File: src/sv/sgfa_pkg.sv
// shared types and constants of the softened gravity force accumulator
`timescale 1ns / 1ps

package sgfa_pkg;

    localparam int DEF_INDEX_BITS = 16;
    localparam int DEF_COORD_BITS = 32;
    localparam int QUOT_BITS      = 63;
    localparam int MASS_BITS      = 32;
    localparam int EPS_BITS       = 32;
    localparam int FORCE_BITS     = 64;

    typedef enum logic [3:0] {
        OP_NONE,
        OP_LOAD,
        OP_MUL_START,
        OP_MUL_STEP,
        OP_MUL_STORE,
        OP_SQRT_START,
        OP_SQRT_STEP,
        OP_DIV_START,
        OP_DIV_STEP,
        OP_ACC,
        OP_STICKY,
        OP_EMIT
    } t_op;

    typedef enum logic [2:0] {
        M_DX,
        M_DY,
        M_DZ,
        M_EPS,
        M_R2,
        M_R3,
        M_MM,
        M_NUM
    } t_msel;

    typedef struct packed {
        t_op   op;
        t_msel sel;
    } t_cmd;

    typedef struct packed {
        logic equal;
        logic last;
        logic s_zero;
        logic mul_last;
        logic sqrt_last;
        logic div_last;
        logic ax_last;
        logic out_free;
    } t_sts;

endpackage

File: src/sv/sgfa_ctrl.sv
// sequencing state machine of the force accumulator
`timescale 1ns / 1ps

module sgfa_ctrl (
    input  logic              i_clk,
    input  logic              i_rst_n,
    input  logic              i_in_valid,
    output logic              o_in_ready,
    input  sgfa_pkg::t_sts    i_sts,
    output sgfa_pkg::t_cmd    o_cmd
);

    typedef enum logic [12:0] {
        S_IDLE    = 13'b0000000000001,
        S_CHECK   = 13'b0000000000010,
        S_MSTART  = 13'b0000000000100,
        S_MRUN    = 13'b0000000001000,
        S_MSTORE  = 13'b0000000010000,
        S_ZCHK    = 13'b0000000100000,
        S_SQRUN   = 13'b0000001000000,
        S_DSTART  = 13'b0000010000000,
        S_DRUN    = 13'b0000100000000,
        S_ACC     = 13'b0001000000000,
        S_FIN     = 13'b0010000000000,
        S_EMIT    = 13'b0100000000000,
        S_SPARE   = 13'b1000000000000
    } t_state;

    t_state          r_state, n_state;
    sgfa_pkg::t_msel r_sel, n_sel;

    always_ff @(posedge i_clk) begin
        if (!i_rst_n) begin
            r_state <= S_IDLE;
            r_sel   <= sgfa_pkg::M_DX;
        end else begin
            r_state <= n_state;
            r_sel   <= n_sel;
        end
    end

    assign o_in_ready = (r_state == S_IDLE) && i_rst_n;

    always_comb begin
        n_state    = r_state;
        n_sel      = r_sel;
        o_cmd.op   = sgfa_pkg::OP_NONE;
        o_cmd.sel  = r_sel;
        unique case (r_state)
            S_IDLE: begin
                if (i_in_valid) begin
                    o_cmd.op = sgfa_pkg::OP_LOAD;
                    n_state  = S_CHECK;
                end
            end
            S_CHECK: begin
                if (i_sts.equal) begin
                    n_state = S_FIN;
                end else begin
                    n_sel   = sgfa_pkg::M_DX;
                    n_state = S_MSTART;
                end
            end
            S_MSTART: begin
                o_cmd.op = sgfa_pkg::OP_MUL_START;
                n_state  = S_MRUN;
            end
            S_MRUN: begin
                o_cmd.op = sgfa_pkg::OP_MUL_STEP;
                if (i_sts.mul_last) n_state = S_MSTORE;
            end
            S_MSTORE: begin
                o_cmd.op = sgfa_pkg::OP_MUL_STORE;
                n_state  = S_MSTART;
                case (r_sel)
                    sgfa_pkg::M_DX:  n_sel = sgfa_pkg::M_DY;
                    sgfa_pkg::M_DY:  n_sel = sgfa_pkg::M_DZ;
                    sgfa_pkg::M_DZ:  n_sel = sgfa_pkg::M_EPS;
                    sgfa_pkg::M_EPS: n_state = S_ZCHK;
                    sgfa_pkg::M_R2:  n_sel = sgfa_pkg::M_R3;
                    sgfa_pkg::M_R3:  n_sel = sgfa_pkg::M_MM;
                    sgfa_pkg::M_MM:  n_sel = sgfa_pkg::M_NUM;
                    default:         n_state = S_DSTART;
                endcase
            end
            S_ZCHK: begin
                if (i_sts.s_zero) begin
                    o_cmd.op = sgfa_pkg::OP_STICKY;
                    n_state  = S_FIN;
                end else begin
                    o_cmd.op = sgfa_pkg::OP_SQRT_START;
                    n_state  = S_SQRUN;
                end
            end
            S_SQRUN: begin
                o_cmd.op = sgfa_pkg::OP_SQRT_STEP;
                if (i_sts.sqrt_last) begin
                    n_sel   = sgfa_pkg::M_R2;
                    n_state = S_MSTART;
                end
            end
            S_DSTART: begin
                o_cmd.op = sgfa_pkg::OP_DIV_START;
                n_state  = S_DRUN;
            end
            S_DRUN: begin
                o_cmd.op = sgfa_pkg::OP_DIV_STEP;
                if (i_sts.div_last) n_state = S_ACC;
            end
            S_ACC: begin
                o_cmd.op = sgfa_pkg::OP_ACC;
                if (i_sts.ax_last) begin
                    n_state = S_FIN;
                end else begin
                    n_sel   = sgfa_pkg::M_NUM;
                    n_state = S_MSTART;
                end
            end
            S_FIN: begin
                n_state = i_sts.last ? S_EMIT : S_IDLE;
            end
            S_EMIT: begin
                if (i_sts.out_free) begin
                    o_cmd.op = sgfa_pkg::OP_EMIT;
                    n_state  = S_IDLE;
                end
            end
            default: begin
                n_state = S_IDLE;
            end
        endcase
    end

endmodule

File: src/sv/sgfa_dp.sv
// datapath: shift-add multiplier, square root, divider and accumulators
`timescale 1ns / 1ps

module sgfa_dp #(
    parameter int INDEX_BITS = sgfa_pkg::DEF_INDEX_BITS,
    parameter int COORD_BITS = sgfa_pkg::DEF_COORD_BITS
) (
    input  logic                                 i_clk,
    input  logic                                 i_rst_n,
    input  sgfa_pkg::t_cmd                       i_cmd,
    output sgfa_pkg::t_sts                       o_sts,
    input  logic                                 i_cfg_we,
    input  logic [sgfa_pkg::EPS_BITS-1:0]        i_cfg_data,
    input  logic [INDEX_BITS-1:0]                i_target_index,
    input  logic signed [COORD_BITS-1:0]         i_target_x,
    input  logic signed [COORD_BITS-1:0]         i_target_y,
    input  logic signed [COORD_BITS-1:0]         i_target_z,
    input  logic [sgfa_pkg::MASS_BITS-1:0]       i_target_mass,
    input  logic [INDEX_BITS-1:0]                i_source_index,
    input  logic signed [COORD_BITS-1:0]         i_source_x,
    input  logic signed [COORD_BITS-1:0]         i_source_y,
    input  logic signed [COORD_BITS-1:0]         i_source_z,
    input  logic [sgfa_pkg::MASS_BITS-1:0]       i_source_mass,
    input  logic                                 i_first_of_run,
    input  logic                                 i_last_of_run,
    input  logic                                 i_out_ready,
    output logic                                 o_out_valid,
    output logic [INDEX_BITS-1:0]                o_result_index,
    output logic signed [sgfa_pkg::FORCE_BITS-1:0] o_force_x,
    output logic signed [sgfa_pkg::FORCE_BITS-1:0] o_force_y,
    output logic signed [sgfa_pkg::FORCE_BITS-1:0] o_force_z,
    output logic                                 o_overflow_flag
);

    localparam int FB   = sgfa_pkg::FORCE_BITS;
    localparam int QB   = sgfa_pkg::QUOT_BITS;
    localparam int MAGW = COORD_BITS + 1;
    localparam int SQW  = (2 * MAGW > 64) ? 2 * MAGW : 64;
    localparam int SW   = SQW + 2;
    localparam int RW   = (SW + 1) / 2;
    localparam int DW   = 3 * RW;
    localparam int NW   = 64 + MAGW + 32;
    localparam int BW0  = (MAGW > RW) ? MAGW : RW;
    localparam int BW   = (BW0 > 32) ? BW0 : 32;
    localparam int AW0  = (2 * RW > 64) ? 2 * RW : 64;
    localparam int AW   = (AW0 > MAGW) ? AW0 : MAGW;
    localparam int PW   = AW + BW;
    localparam int HW   = NW - QB;
    localparam int CMPW = (HW > DW) ? HW : DW;
    localparam int LIM0 = (BW > RW) ? BW : RW;
    localparam int LIM  = (LIM0 > QB) ? LIM0 : QB;
    localparam int CW   = $clog2(LIM + 1);

    // control state
    logic [FB-1:0]          r_sum [3];
    logic                   r_sticky;
    logic [sgfa_pkg::EPS_BITS-1:0] r_eps;
    logic                   r_ovalid;
    logic [1:0]             r_ax;
    logic [CW-1:0]          r_cnt;

    // payload
    logic [INDEX_BITS-1:0]  r_tidx;
    logic                   r_equal;
    logic                   r_last;
    logic [MAGW-1:0]        r_mag [3];
    logic                   r_neg [3];
    logic [sgfa_pkg::MASS_BITS-1:0] r_m1, r_m2;
    logic [SW-1:0]          r_s;
    logic [2*RW-1:0]        r_sqs;
    logic [RW:0]            r_sqrem;
    logic [RW-1:0]          r_r;
    logic [DW-1:0]          r_d;
    logic [63:0]            r_mm;
    logic [NW-1:0]          r_num;
    logic [DW-1:0]          r_rem;
    logic [QB-1:0]          r_divlo;
    logic [QB-1:0]          r_q;
    logic                   r_sat;
    logic [PW-1:0]          r_ma, r_mp;
    logic [BW-1:0]          r_mb;
    logic [INDEX_BITS-1:0]  r_oidx;
    logic [FB-1:0]          r_ofx, r_ofy, r_ofz;
    logic                   r_oflag;

    logic [COORD_BITS:0]    dif [3];
    logic [PW-1:0]          op_a;
    logic [BW-1:0]          op_b;
    logic [RW+2:0]          sq_rem2, sq_trial, sq_diff;
    logic                   sq_ge;
    logic [HW-1:0]          div_hi;
    logic [CMPW-1:0]        div_hi_c, div_d_c;
    logic [DW:0]            div_t, div_dext, div_diff;
    logic                   div_ge;
    logic [FB-1:0]          acc_mag, acc_term, acc_a, acc_sum;
    logic                   acc_ovf;
    logic                   out_free;

    assign dif[0] = {i_target_x[COORD_BITS-1], i_target_x}
                  - {i_source_x[COORD_BITS-1], i_source_x};
    assign dif[1] = {i_target_y[COORD_BITS-1], i_target_y}
                  - {i_source_y[COORD_BITS-1], i_source_y};
    assign dif[2] = {i_target_z[COORD_BITS-1], i_target_z}
                  - {i_source_z[COORD_BITS-1], i_source_z};

    // multiplier operand select
    always_comb begin
        op_a = '0;
        op_b = '0;
        case (i_cmd.sel)
            sgfa_pkg::M_DX: begin
                op_a = PW'(r_mag[0]);
                op_b = BW'(r_mag[0]);
            end
            sgfa_pkg::M_DY: begin
                op_a = PW'(r_mag[1]);
                op_b = BW'(r_mag[1]);
            end
            sgfa_pkg::M_DZ: begin
                op_a = PW'(r_mag[2]);
                op_b = BW'(r_mag[2]);
            end
            sgfa_pkg::M_EPS: begin
                op_a = PW'(r_eps);
                op_b = BW'(r_eps);
            end
            sgfa_pkg::M_R2: begin
                op_a = PW'(r_r);
                op_b = BW'(r_r);
            end
            sgfa_pkg::M_R3: begin
                op_a = PW'(r_d[2*RW-1:0]);
                op_b = BW'(r_r);
            end
            sgfa_pkg::M_MM: begin
                op_a = PW'(r_m1);
                op_b = BW'(r_m2);
            end
            default: begin
                op_a = PW'(r_mm);
                op_b = BW'(r_mag[r_ax]);
            end
        endcase
    end

    // square root digit step
    assign sq_rem2  = {r_sqrem, r_sqs[2*RW-1 -: 2]};
    assign sq_trial = {1'b0, r_r, 2'b01};
    assign sq_ge    = (sq_rem2 >= sq_trial);
    assign sq_diff  = sq_rem2 - sq_trial;

    // divider
    assign div_hi   = r_num[NW-1:QB];
    assign div_hi_c = CMPW'(div_hi);
    assign div_d_c  = CMPW'(r_d);
    assign div_t    = {r_rem, r_divlo[QB-1]};
    assign div_dext = {1'b0, r_d};
    assign div_ge   = (div_t >= div_dext);
    assign div_diff = div_t - div_dext;

    // saturating accumulate
    assign acc_mag  = r_sat ? {1'b0, {(FB-1){1'b1}}} : {1'b0, r_q};
    assign acc_term = r_neg[r_ax] ? (~acc_mag + FB'(1)) : acc_mag;
    assign acc_a    = r_sum[r_ax];
    assign acc_sum  = acc_a + acc_term;
    assign acc_ovf  = (acc_a[FB-1] == acc_term[FB-1]) && (acc_sum[FB-1] != acc_a[FB-1]);

    assign out_free = !r_ovalid || i_out_ready;

    always_ff @(posedge i_clk) begin
        if (!i_rst_n) begin
            r_sum[0] <= '0;
            r_sum[1] <= '0;
            r_sum[2] <= '0;
            r_sticky <= 1'b0;
            r_eps    <= '0;
            r_ovalid <= 1'b0;
            r_ax     <= '0;
            r_cnt    <= '0;
        end else begin
            if (i_cfg_we) r_eps <= i_cfg_data;
            if (i_cmd.op == sgfa_pkg::OP_EMIT) begin
                r_ovalid <= 1'b1;
            end else if (i_out_ready) begin
                r_ovalid <= 1'b0;
            end
            unique case (i_cmd.op)
                sgfa_pkg::OP_LOAD: begin
                    r_ax <= '0;
                    if (i_first_of_run) begin
                        r_sum[0] <= '0;
                        r_sum[1] <= '0;
                        r_sum[2] <= '0;
                        r_sticky <= 1'b0;
                    end
                end
                sgfa_pkg::OP_MUL_START,
                sgfa_pkg::OP_SQRT_START,
                sgfa_pkg::OP_DIV_START: begin
                    r_cnt <= '0;
                end
                sgfa_pkg::OP_MUL_STEP,
                sgfa_pkg::OP_SQRT_STEP,
                sgfa_pkg::OP_DIV_STEP: begin
                    r_cnt <= r_cnt + CW'(1);
                end
                sgfa_pkg::OP_ACC: begin
                    r_sum[r_ax] <= acc_ovf ? (acc_a[FB-1] ? {1'b1, {(FB-1){1'b0}}}
                                                          : {1'b0, {(FB-1){1'b1}}})
                                           : acc_sum;
                    r_sticky    <= r_sticky | acc_ovf | r_sat;
                    r_ax        <= r_ax + 2'd1;
                end
                sgfa_pkg::OP_STICKY: begin
                    r_sticky <= 1'b1;
                end
                default: begin
                end
            endcase
        end
    end

    always_ff @(posedge i_clk) begin
        unique case (i_cmd.op)
            sgfa_pkg::OP_LOAD: begin
                r_tidx  <= i_target_index;
                r_equal <= (i_target_index == i_source_index);
                r_last  <= i_last_of_run;
                r_m1    <= i_target_mass;
                r_m2    <= i_source_mass;
                for (int k = 0; k < 3; k++) begin
                    r_neg[k] <= dif[k][COORD_BITS];
                    r_mag[k] <= dif[k][COORD_BITS] ? (~dif[k] + MAGW'(1)) : dif[k];
                end
            end
            sgfa_pkg::OP_MUL_START: begin
                r_ma <= op_a;
                r_mb <= op_b;
                r_mp <= '0;
            end
            sgfa_pkg::OP_MUL_STEP: begin
                if (r_mb[0]) r_mp <= r_mp + r_ma;
                r_ma <= {r_ma[PW-2:0], 1'b0};
                r_mb <= {1'b0, r_mb[BW-1:1]};
            end
            sgfa_pkg::OP_MUL_STORE: begin
                case (i_cmd.sel)
                    sgfa_pkg::M_DX:  r_s   <= r_mp[SW-1:0];
                    sgfa_pkg::M_DY,
                    sgfa_pkg::M_DZ,
                    sgfa_pkg::M_EPS: r_s   <= r_s + r_mp[SW-1:0];
                    sgfa_pkg::M_R2:  r_d   <= {{RW{1'b0}}, r_mp[2*RW-1:0]};
                    sgfa_pkg::M_R3:  r_d   <= r_mp[DW-1:0];
                    sgfa_pkg::M_MM:  r_mm  <= r_mp[63:0];
                    default:         r_num <= {r_mp[NW-33:0], 32'd0};
                endcase
            end
            sgfa_pkg::OP_SQRT_START: begin
                r_sqs   <= (2*RW)'(r_s);
                r_sqrem <= '0;
                r_r     <= '0;
            end
            sgfa_pkg::OP_SQRT_STEP: begin
                r_sqs   <= {r_sqs[2*RW-3:0], 2'b00};
                r_sqrem <= sq_ge ? sq_diff[RW:0] : sq_rem2[RW:0];
                r_r     <= {r_r[RW-2:0], sq_ge};
            end
            sgfa_pkg::OP_DIV_START: begin
                r_sat   <= (div_hi_c >= div_d_c);
                r_rem   <= div_hi_c[DW-1:0];
                r_divlo <= r_num[QB-1:0];
                r_q     <= '0;
            end
            sgfa_pkg::OP_DIV_STEP: begin
                r_rem   <= div_ge ? div_diff[DW-1:0] : div_t[DW-1:0];
                r_q     <= {r_q[QB-2:0], div_ge};
                r_divlo <= {r_divlo[QB-2:0], 1'b0};
            end
            sgfa_pkg::OP_EMIT: begin
                r_oidx  <= r_tidx;
                r_ofx   <= r_sum[0];
                r_ofy   <= r_sum[1];
                r_ofz   <= r_sum[2];
                r_oflag <= r_sticky;
            end
            default: begin
            end
        endcase
    end

    assign o_sts.equal     = r_equal;
    assign o_sts.last      = r_last;
    assign o_sts.s_zero    = (r_s == '0);
    assign o_sts.mul_last  = (r_cnt == CW'(BW - 1));
    assign o_sts.sqrt_last = (r_cnt == CW'(RW - 1));
    assign o_sts.div_last  = (r_cnt == CW'(QB - 1));
    assign o_sts.ax_last   = (r_ax == 2'd2);
    assign o_sts.out_free  = out_free;

    assign o_out_valid     = r_ovalid;
    assign o_result_index  = r_oidx;
    assign o_force_x       = r_ofx;
    assign o_force_y       = r_ofy;
    assign o_force_z       = r_ofz;
    assign o_overflow_flag = r_oflag;

endmodule

File: src/sv/softened_gravity_force_accumulator.sv
// top level of the softened direct-gravity force accumulator
//
//  channel   direction  handshake                payload
//  s         in         i_s_tvalid / o_s_tready  i_s_tdata, i_s_tuser, i_s_tlast
//  m         out        o_m_tvalid / i_m_tready  o_m_tdata, o_m_tuser
//  cfg       in         i_cfg_valid / o_cfg_ready i_cfg_data (softening length)
//
// one pair at a time; a pair with distinct indices is worked by the bit-serial multiplier
// (BW steps), square root (RW steps) and divider (63 steps); a result is emitted only
// after the last pair of a run; a zero-distance pair skips the root and divider and sets
// the overflow flag; a pair with equal indices adds no force
// reset is synchronous; sums, flag and softening length clear to zero
// a pending result is held in the output register; the next emit waits for it
`timescale 1ns / 1ps

module softened_gravity_force_accumulator #(
    parameter int INDEX_BITS = sgfa_pkg::DEF_INDEX_BITS,
    parameter int COORD_BITS = sgfa_pkg::DEF_COORD_BITS,
    parameter int IN_W  = ((2 * INDEX_BITS + 6 * COORD_BITS + 64 + 7) / 8) * 8,
    parameter int OUT_W = ((INDEX_BITS + 192 + 7) / 8) * 8
) (
    input  logic                          i_clk,
    input  logic                          i_rst_n,
    input  logic                          i_s_tvalid,
    output logic                          o_s_tready,
    // target_index, target_x, target_y, target_z, target_mass,
    // source_index, source_x, source_y, source_z, source_mass
    input  logic [IN_W-1:0]               i_s_tdata,
    // first_of_run
    input  logic                          i_s_tuser,
    input  logic                          i_s_tlast,
    output logic                          o_m_tvalid,
    input  logic                          i_m_tready,
    // result_index, force_x, force_y, force_z
    output logic [OUT_W-1:0]              o_m_tdata,
    // overflow_flag
    output logic                          o_m_tuser,
    input  logic                          i_cfg_valid,
    output logic                          o_cfg_ready,
    input  logic [sgfa_pkg::EPS_BITS-1:0] i_cfg_data
);

    localparam int IB   = INDEX_BITS;
    localparam int CB   = COORD_BITS;
    localparam int MB   = sgfa_pkg::MASS_BITS;
    localparam int O_TX = IB;
    localparam int O_TY = O_TX + CB;
    localparam int O_TZ = O_TY + CB;
    localparam int O_TM = O_TZ + CB;
    localparam int O_SI = O_TM + MB;
    localparam int O_SX = O_SI + IB;
    localparam int O_SY = O_SX + CB;
    localparam int O_SZ = O_SY + CB;
    localparam int O_SM = O_SZ + CB;

    sgfa_pkg::t_cmd cmd;
    sgfa_pkg::t_sts sts;
    logic [IB-1:0]  res_idx;
    logic [sgfa_pkg::FORCE_BITS-1:0] fx, fy, fz;

    assign o_cfg_ready = i_rst_n;

    sgfa_ctrl u_ctrl (
        .i_clk      (i_clk),
        .i_rst_n    (i_rst_n),
        .i_in_valid (i_s_tvalid),
        .o_in_ready (o_s_tready),
        .i_sts      (sts),
        .o_cmd      (cmd)
    );

    sgfa_dp #(
        .INDEX_BITS (INDEX_BITS),
        .COORD_BITS (COORD_BITS)
    ) u_dp (
        .i_clk           (i_clk),
        .i_rst_n         (i_rst_n),
        .i_cmd           (cmd),
        .o_sts           (sts),
        .i_cfg_we        (i_cfg_valid),
        .i_cfg_data      (i_cfg_data),
        .i_target_index  (i_s_tdata[IB-1:0]),
        .i_target_x      (i_s_tdata[O_TX +: CB]),
        .i_target_y      (i_s_tdata[O_TY +: CB]),
        .i_target_z      (i_s_tdata[O_TZ +: CB]),
        .i_target_mass   (i_s_tdata[O_TM +: MB]),
        .i_source_index  (i_s_tdata[O_SI +: IB]),
        .i_source_x      (i_s_tdata[O_SX +: CB]),
        .i_source_y      (i_s_tdata[O_SY +: CB]),
        .i_source_z      (i_s_tdata[O_SZ +: CB]),
        .i_source_mass   (i_s_tdata[O_SM +: MB]),
        .i_first_of_run  (i_s_tuser),
        .i_last_of_run   (i_s_tlast),
        .i_out_ready     (i_m_tready),
        .o_out_valid     (o_m_tvalid),
        .o_result_index  (res_idx),
        .o_force_x       (fx),
        .o_force_y       (fy),
        .o_force_z       (fz),
        .o_overflow_flag (o_m_tuser)
    );

    assign o_m_tdata = OUT_W'({fz, fy, fx, res_idx});

endmodule

File: config.mk
export PLATFORM = sky130hd
export DESIGN_NAME = softened_gravity_force_accumulator
export DESIGN_NICKNAME = d
export VERILOG_FILES = /design/src/sv/sgfa_pkg.sv /design/src/sv/sgfa_ctrl.sv /design/src/sv/sgfa_dp.sv /design/src/sv/softened_gravity_force_accumulator.sv
export SDC_FILE = /design/constraint.sdc
export NUM_CORES = 2
export LEC_CHECK = 0
export BUFFER_PORTS_ARGS = -buffer_cell sky130_fd_sc_hd__buf_2
export CELL_PAD_IN_SITES_DETAIL_PLACEMENT = 0
export CELL_PAD_IN_SITES_GLOBAL_PLACEMENT = 1
export CORE_MARGIN = 2
export CORE_UTILIZATION = 44
export DETAILED_ROUTE_END_ITERATION = 10
export PLACE_DENSITY_LB_ADDON = 0.1
export SETUP_SLACK_MARGIN = 0.05
export SLEW_MARGIN = 20
export SYNTH_ARGS = -nofsm -noshare
export SYNTH_HDL_FRONTEND = slang
export SYNTH_SLANG_ARGS = --single-unit
File: constraint.sdc
create_clock -name i_clk -period 13.1 [get_ports i_clk]
set_input_delay 2.62 -clock i_clk [delete_from_list [all_inputs] [get_ports i_clk]]
set_output_delay 2.62 -clock i_clk [all_outputs]
set_load 0.1 [all_outputs]
==> impl_results.md <==
- Type of the most critical hold path: reg -> reg
- Yosys reg bits: ~1.6k
- Reg2reg setup slack: slightly above 5 ns
- Clock slew seen by the registers of the worst setup and hold paths: 0.06 ns
- EDFF count, synth: approximately 1.6k
- Post-CTS setup repair buffer count: 0
- DRC errors left: 0
- Wire length of the first global-routing pass: roughly 460 mm
- Area added between synthesis and finish: 12.0%
- Num Clock Sinks: approximately 1.6k
- Hold-fix buffer count after cts: 0
- Number of global-route vias before repair: 71.7k
- Xor/xnor share of the synthesized area: 0.0513
- Clock Latency Late Sink: approximately 0.86 ns
- Clock tree from TritonCTS: done
- Number of hold-slack violations in the final timing report: 0
- Unrepaired setup endpoints after global routing: no
- Global placement routability congestion: between 0.9 and 1
- Crit path capture type: register
- H-tree level count: 4
- Transition time at the pin with the least slew margin: roughly 1.2 ns
- Share of the yosys chip area belonging to registers: 0.500
- Largest net degree at the start of global routing: 197
- Worst Setup Path Type: reg -> reg
- DIE HEIGHT: between 400 and 500 um
- Setup total negative slack: 0 ns
- Critical Path AT: around 8.6 ns
- Post-synthesis share of cell area spent on and, or, nand and nor gates: 0.143
- Ratio of cells with drive above 1 in the final layout: 0.114
- Leakage: between 40 and 50 nW
- Crit path launch: u_dp.r_sat$_DFFE_PP_
- Starting DRC count in detailed routing: 6317
- Floorplan core area: about 220000 sq um
- Width of the chip: between 400 and 500 um
- Final clock skew: 0.0447 ns
- Synth Area in Adders: 0.0727
- Number of antenna violations at the first check in global routing: 22
- Min Clock Period, post-route: roughly 8.1 ns
- Sequential Area: roughly 48000 sq um
- Number of instances in the synthesized netlist: 9237
- Worst hold path cell count: 0
- Via count normalized by instance count: 5.84
- R2R depth: 27
- Post-Syn Nets: ~10k
- Starting density of the core: 0.441
- Outcome: finished, final reports clean
- Count of endpoints failing setup in the final report: 0
- Area of the multi-input gates: roughly 45000 sq um
- Critical R2R Launch: u_dp.r_sat$_DFFE_PP_
- Netlist Area Pre-Place: ~96000 sq um
- Die Area: 221000 sq um
- Mean instance size in the synthesized netlist: around 10 sq um
- Endpoint of the worst register-to-register path: u_dp.r_sum[1][62]$_SDFFCE_PN0P_
- Slew Limit Headroom: 0.229
- Dominant combinational cell family by area after synthesis: compound AO/OA/AOI/OAI gates
- Ports: roughly 540
- Total wirelength of the detailed-routed design: between 300 and 400 mm
- Post-route clock period utilization: 0.616
- Routed len/inst: between 20 and 25 um
- Terminating pin of the worst hold path: u_dp.o_result_index[4]$_DFFE_PP_
- Cell Count, Final, Fillers Out: between 10k and 15k
- Total clock buffers created by CTS: about 180
- Total gr overflow: 0
- Proportion of register bits with asynchronous set or reset after synthesis: 0
- Slowest stage delay, CP: between 0.9 and 1 ns
- Hpwl dp: about 230 mm
- Most used flip-flop cell after synthesis: edfxtp_1
- Peak supply drop: between 0.1 and 0.15 mV
- Cell chosen for the clock root: clkbuf_16
- Post-synthesis compound-gate area fraction: 0.158
- Fin nets: roughly 10k
- Remaining antenna violation count: 0
- Synth unique cells: roughly 100
- Fmax achieved: roughly 120 MHz
- Number of fill cells: 20.0k
- Final number of max-transition violations: 0
- Worst Hold Launch: u_dp.r_tidx[4]$_DFFE_PN_
- Detailed Routing Iterations Pass 1: 6
- Via count: 73.6k
- Highest net fanout along the worst path: 48
- Max cap viols: 0
- Final core area utilization: 0.494
- Warning count from the yosys run: 0
- Power density of the placed cells: about 120 nW/um^2
- Placement Rows: ~170
- Total of buffers placed on input and output ports: between 500 and 600
- Required time at the endpoint of the critical path: 13.65 ns
- Worst path slowest cell: nand2b_1
- Global router's overall resource usage: 0.271
- Inst Count DP: 12.3k
- Mux share of post-synthesis cell area: 0.0394
- Post-CTS resize count: 0
- CP startpoint kind: register
- Deepest clock path buffer count: 3
[area by class of cell]
type,count,area share
Timing Repair Buffer,619,0.0314
Inverter,418,0.0147
Clock buffer,228,0.0451
Clock inverter,111,0.0110
Sequential cell,1611,0.447
Multi-Input combinational cell,6755,0.417
Antenna cell,11,0.000257
Tap cell,2854,0.0334
[per-layer routing]
layer | up-vias | wire length, um | share of wire | global-route usage
li1 | 34700 | - | - | -
met4 | 2 | 8520 | 0.028 | 0.0746
met2 | 2166 | 138000 | 0.45 | 0.425
met3 | 369 | 17200 | 0.056 | 0.0324
met5 | - | 9 | 0.000029 | 0
met1 | 36400 | 143000 | 0.47 | 0.397
[worst max-delay path: cells and delay by family (launching register included)]
family,cells,cell delay [ns]
AND/OR/NAND/NOR,14,4.66
AO/OA/AOI/OAI,10,1.80
adder cells (fa/ha/maj),2,0.64
flip-flops,1,0.36
buffers and inverters,1,0.28
[cell families (layout without fill, tap and decap cells)]
group	count (synthesis)	after routing
flops	1611	1611
xor+xnor	559	559
other cells	0	11
fa+ha+maj	551	551
simple gates	2921	2921
mux	292	292
compound gates	2432	2432
buf+inv	871	1376
[flip-flops by register name, summed over array words and instances (netlist names), 34 cells and up, named ones only]
| signal | count |
|---|---|
| u_dp.r_mm | 64 |
| u_dp.r_mp | 102 |
| u_dp.r_ma | 102 |
| u_dp.r_q | 63 |
| u_dp.div_d_c | 102 |
| u_dp.r_sqrem | 35 |
| u_dp.r_sum | 256 |
| u_dp.r_mb | 34 |
| u_dp.r_sqs | 68 |
| o_m_tdata | 192 |
| u_dp.r_rem | 102 |
| u_dp.r_num | 97 |
| u_dp.r_s | 68 |
| u_dp.r_r | 34 |
| u_dp.r_mag | 99 |
[Yosys cell counts, types with 20 or more instances]
cell type	number	area [sq um]
mux2_2	34	383
nand4_1	148	926
nor3_1	108	541
a221oi_1	41	359
dfxtp_1	59	1180
o21bai_1	79	593
clkbuf_1	401	1510
or2_2	35	219
and3_1	86	538
ha_1	544	6810
o41ai_1	20	175
nor2_1	872	3270
a31oi_1	78	488
a22o_1	33	289
a21boi_0	20	150
or3_1	44	275
buf_1	33	124
mux2i_1	194	1940
nand2b_1	71	444
xor2_1	215	1880
nand3_1	119	596
o31ai_1	49	368
and2_1	138	863
a22oi_1	38	285
o211ai_1	39	293
o21a_1	88	661
nand2_1	970	3640
xnor2_1	344	3010
mux4_2	64	1440
o221ai_1	37	324
nor2b_1	155	970
a21oi_1	714	3570
o21ai_0	678	3390
a211oi_1	59	443
inv_1	416	1560
a21o_1	267	2000
nor4_1	72	450
edfxtp_1	1552	46600
[cells in the final DEF (no fill, tap or decap), types with 137 or more instances in the layout]
master     synthesis  final
o21ai_0          678    677
nor2b_1          155    153
xor2_1           215    215
buf_2             11    538
nand4_1          148    148
xnor2_1          344    344
a21oi_1          714    713
nor2_1           872    867
clkbuf_16          0    184
nand2_1          970    964
mux2i_1          194    194
inv_1            416    416
a21o_1           267    267
and2_1           138    137
ha_1             544    544
edfxtp_1        1552   1552
[per-stage QoR]
stage | area, sq um | total power, mW | worst slack (ns) | hold WS (ns)
floorplan | 95500 | 7.05 | 2.62 | 0.400
global placement | 101000 | 7.60 | 5.03 | 0.400
detailed placement | 101000 | 7.62 | 4.97 | 0.405
CTS | 107000 | 12.8 | 4.91 | 0.382
global route | 107000 | 13.1 | 4.26 | 0.392
finish | 107000 | 12.7 | 5.03 | 0.379
[power breakdown]
part / internal, mW / total (mW) / switching, mW
registers: 5.91 / 6.10 / 0.190
logic: 0.517 / 1.42 / 0.906
clock network: 2.91 / 5.16 / 2.24
[worst max path at each step]
stage,endpoint,slack [ns],depth (start not counted)
floorplan,u_dp.r_mp[0]$_SDFFCE_PN0P_,2.62,5
global placement,u_dp.r_sum[0][54]$_SDFFCE_PN0P_,5.03,25
detailed placement,u_dp.r_sum[1][62]$_SDFFCE_PN0P_,4.97,25
CTS,u_dp.r_sum[1][62]$_SDFFCE_PN0P_,4.91,25
global route,u_dp.r_sum[1][62]$_SDFFCE_PN0P_,4.26,25
finish,u_dp.r_sum[1][62]$_SDFFCE_PN0P_,5.03,27
(Power assumes the default switching activity.)
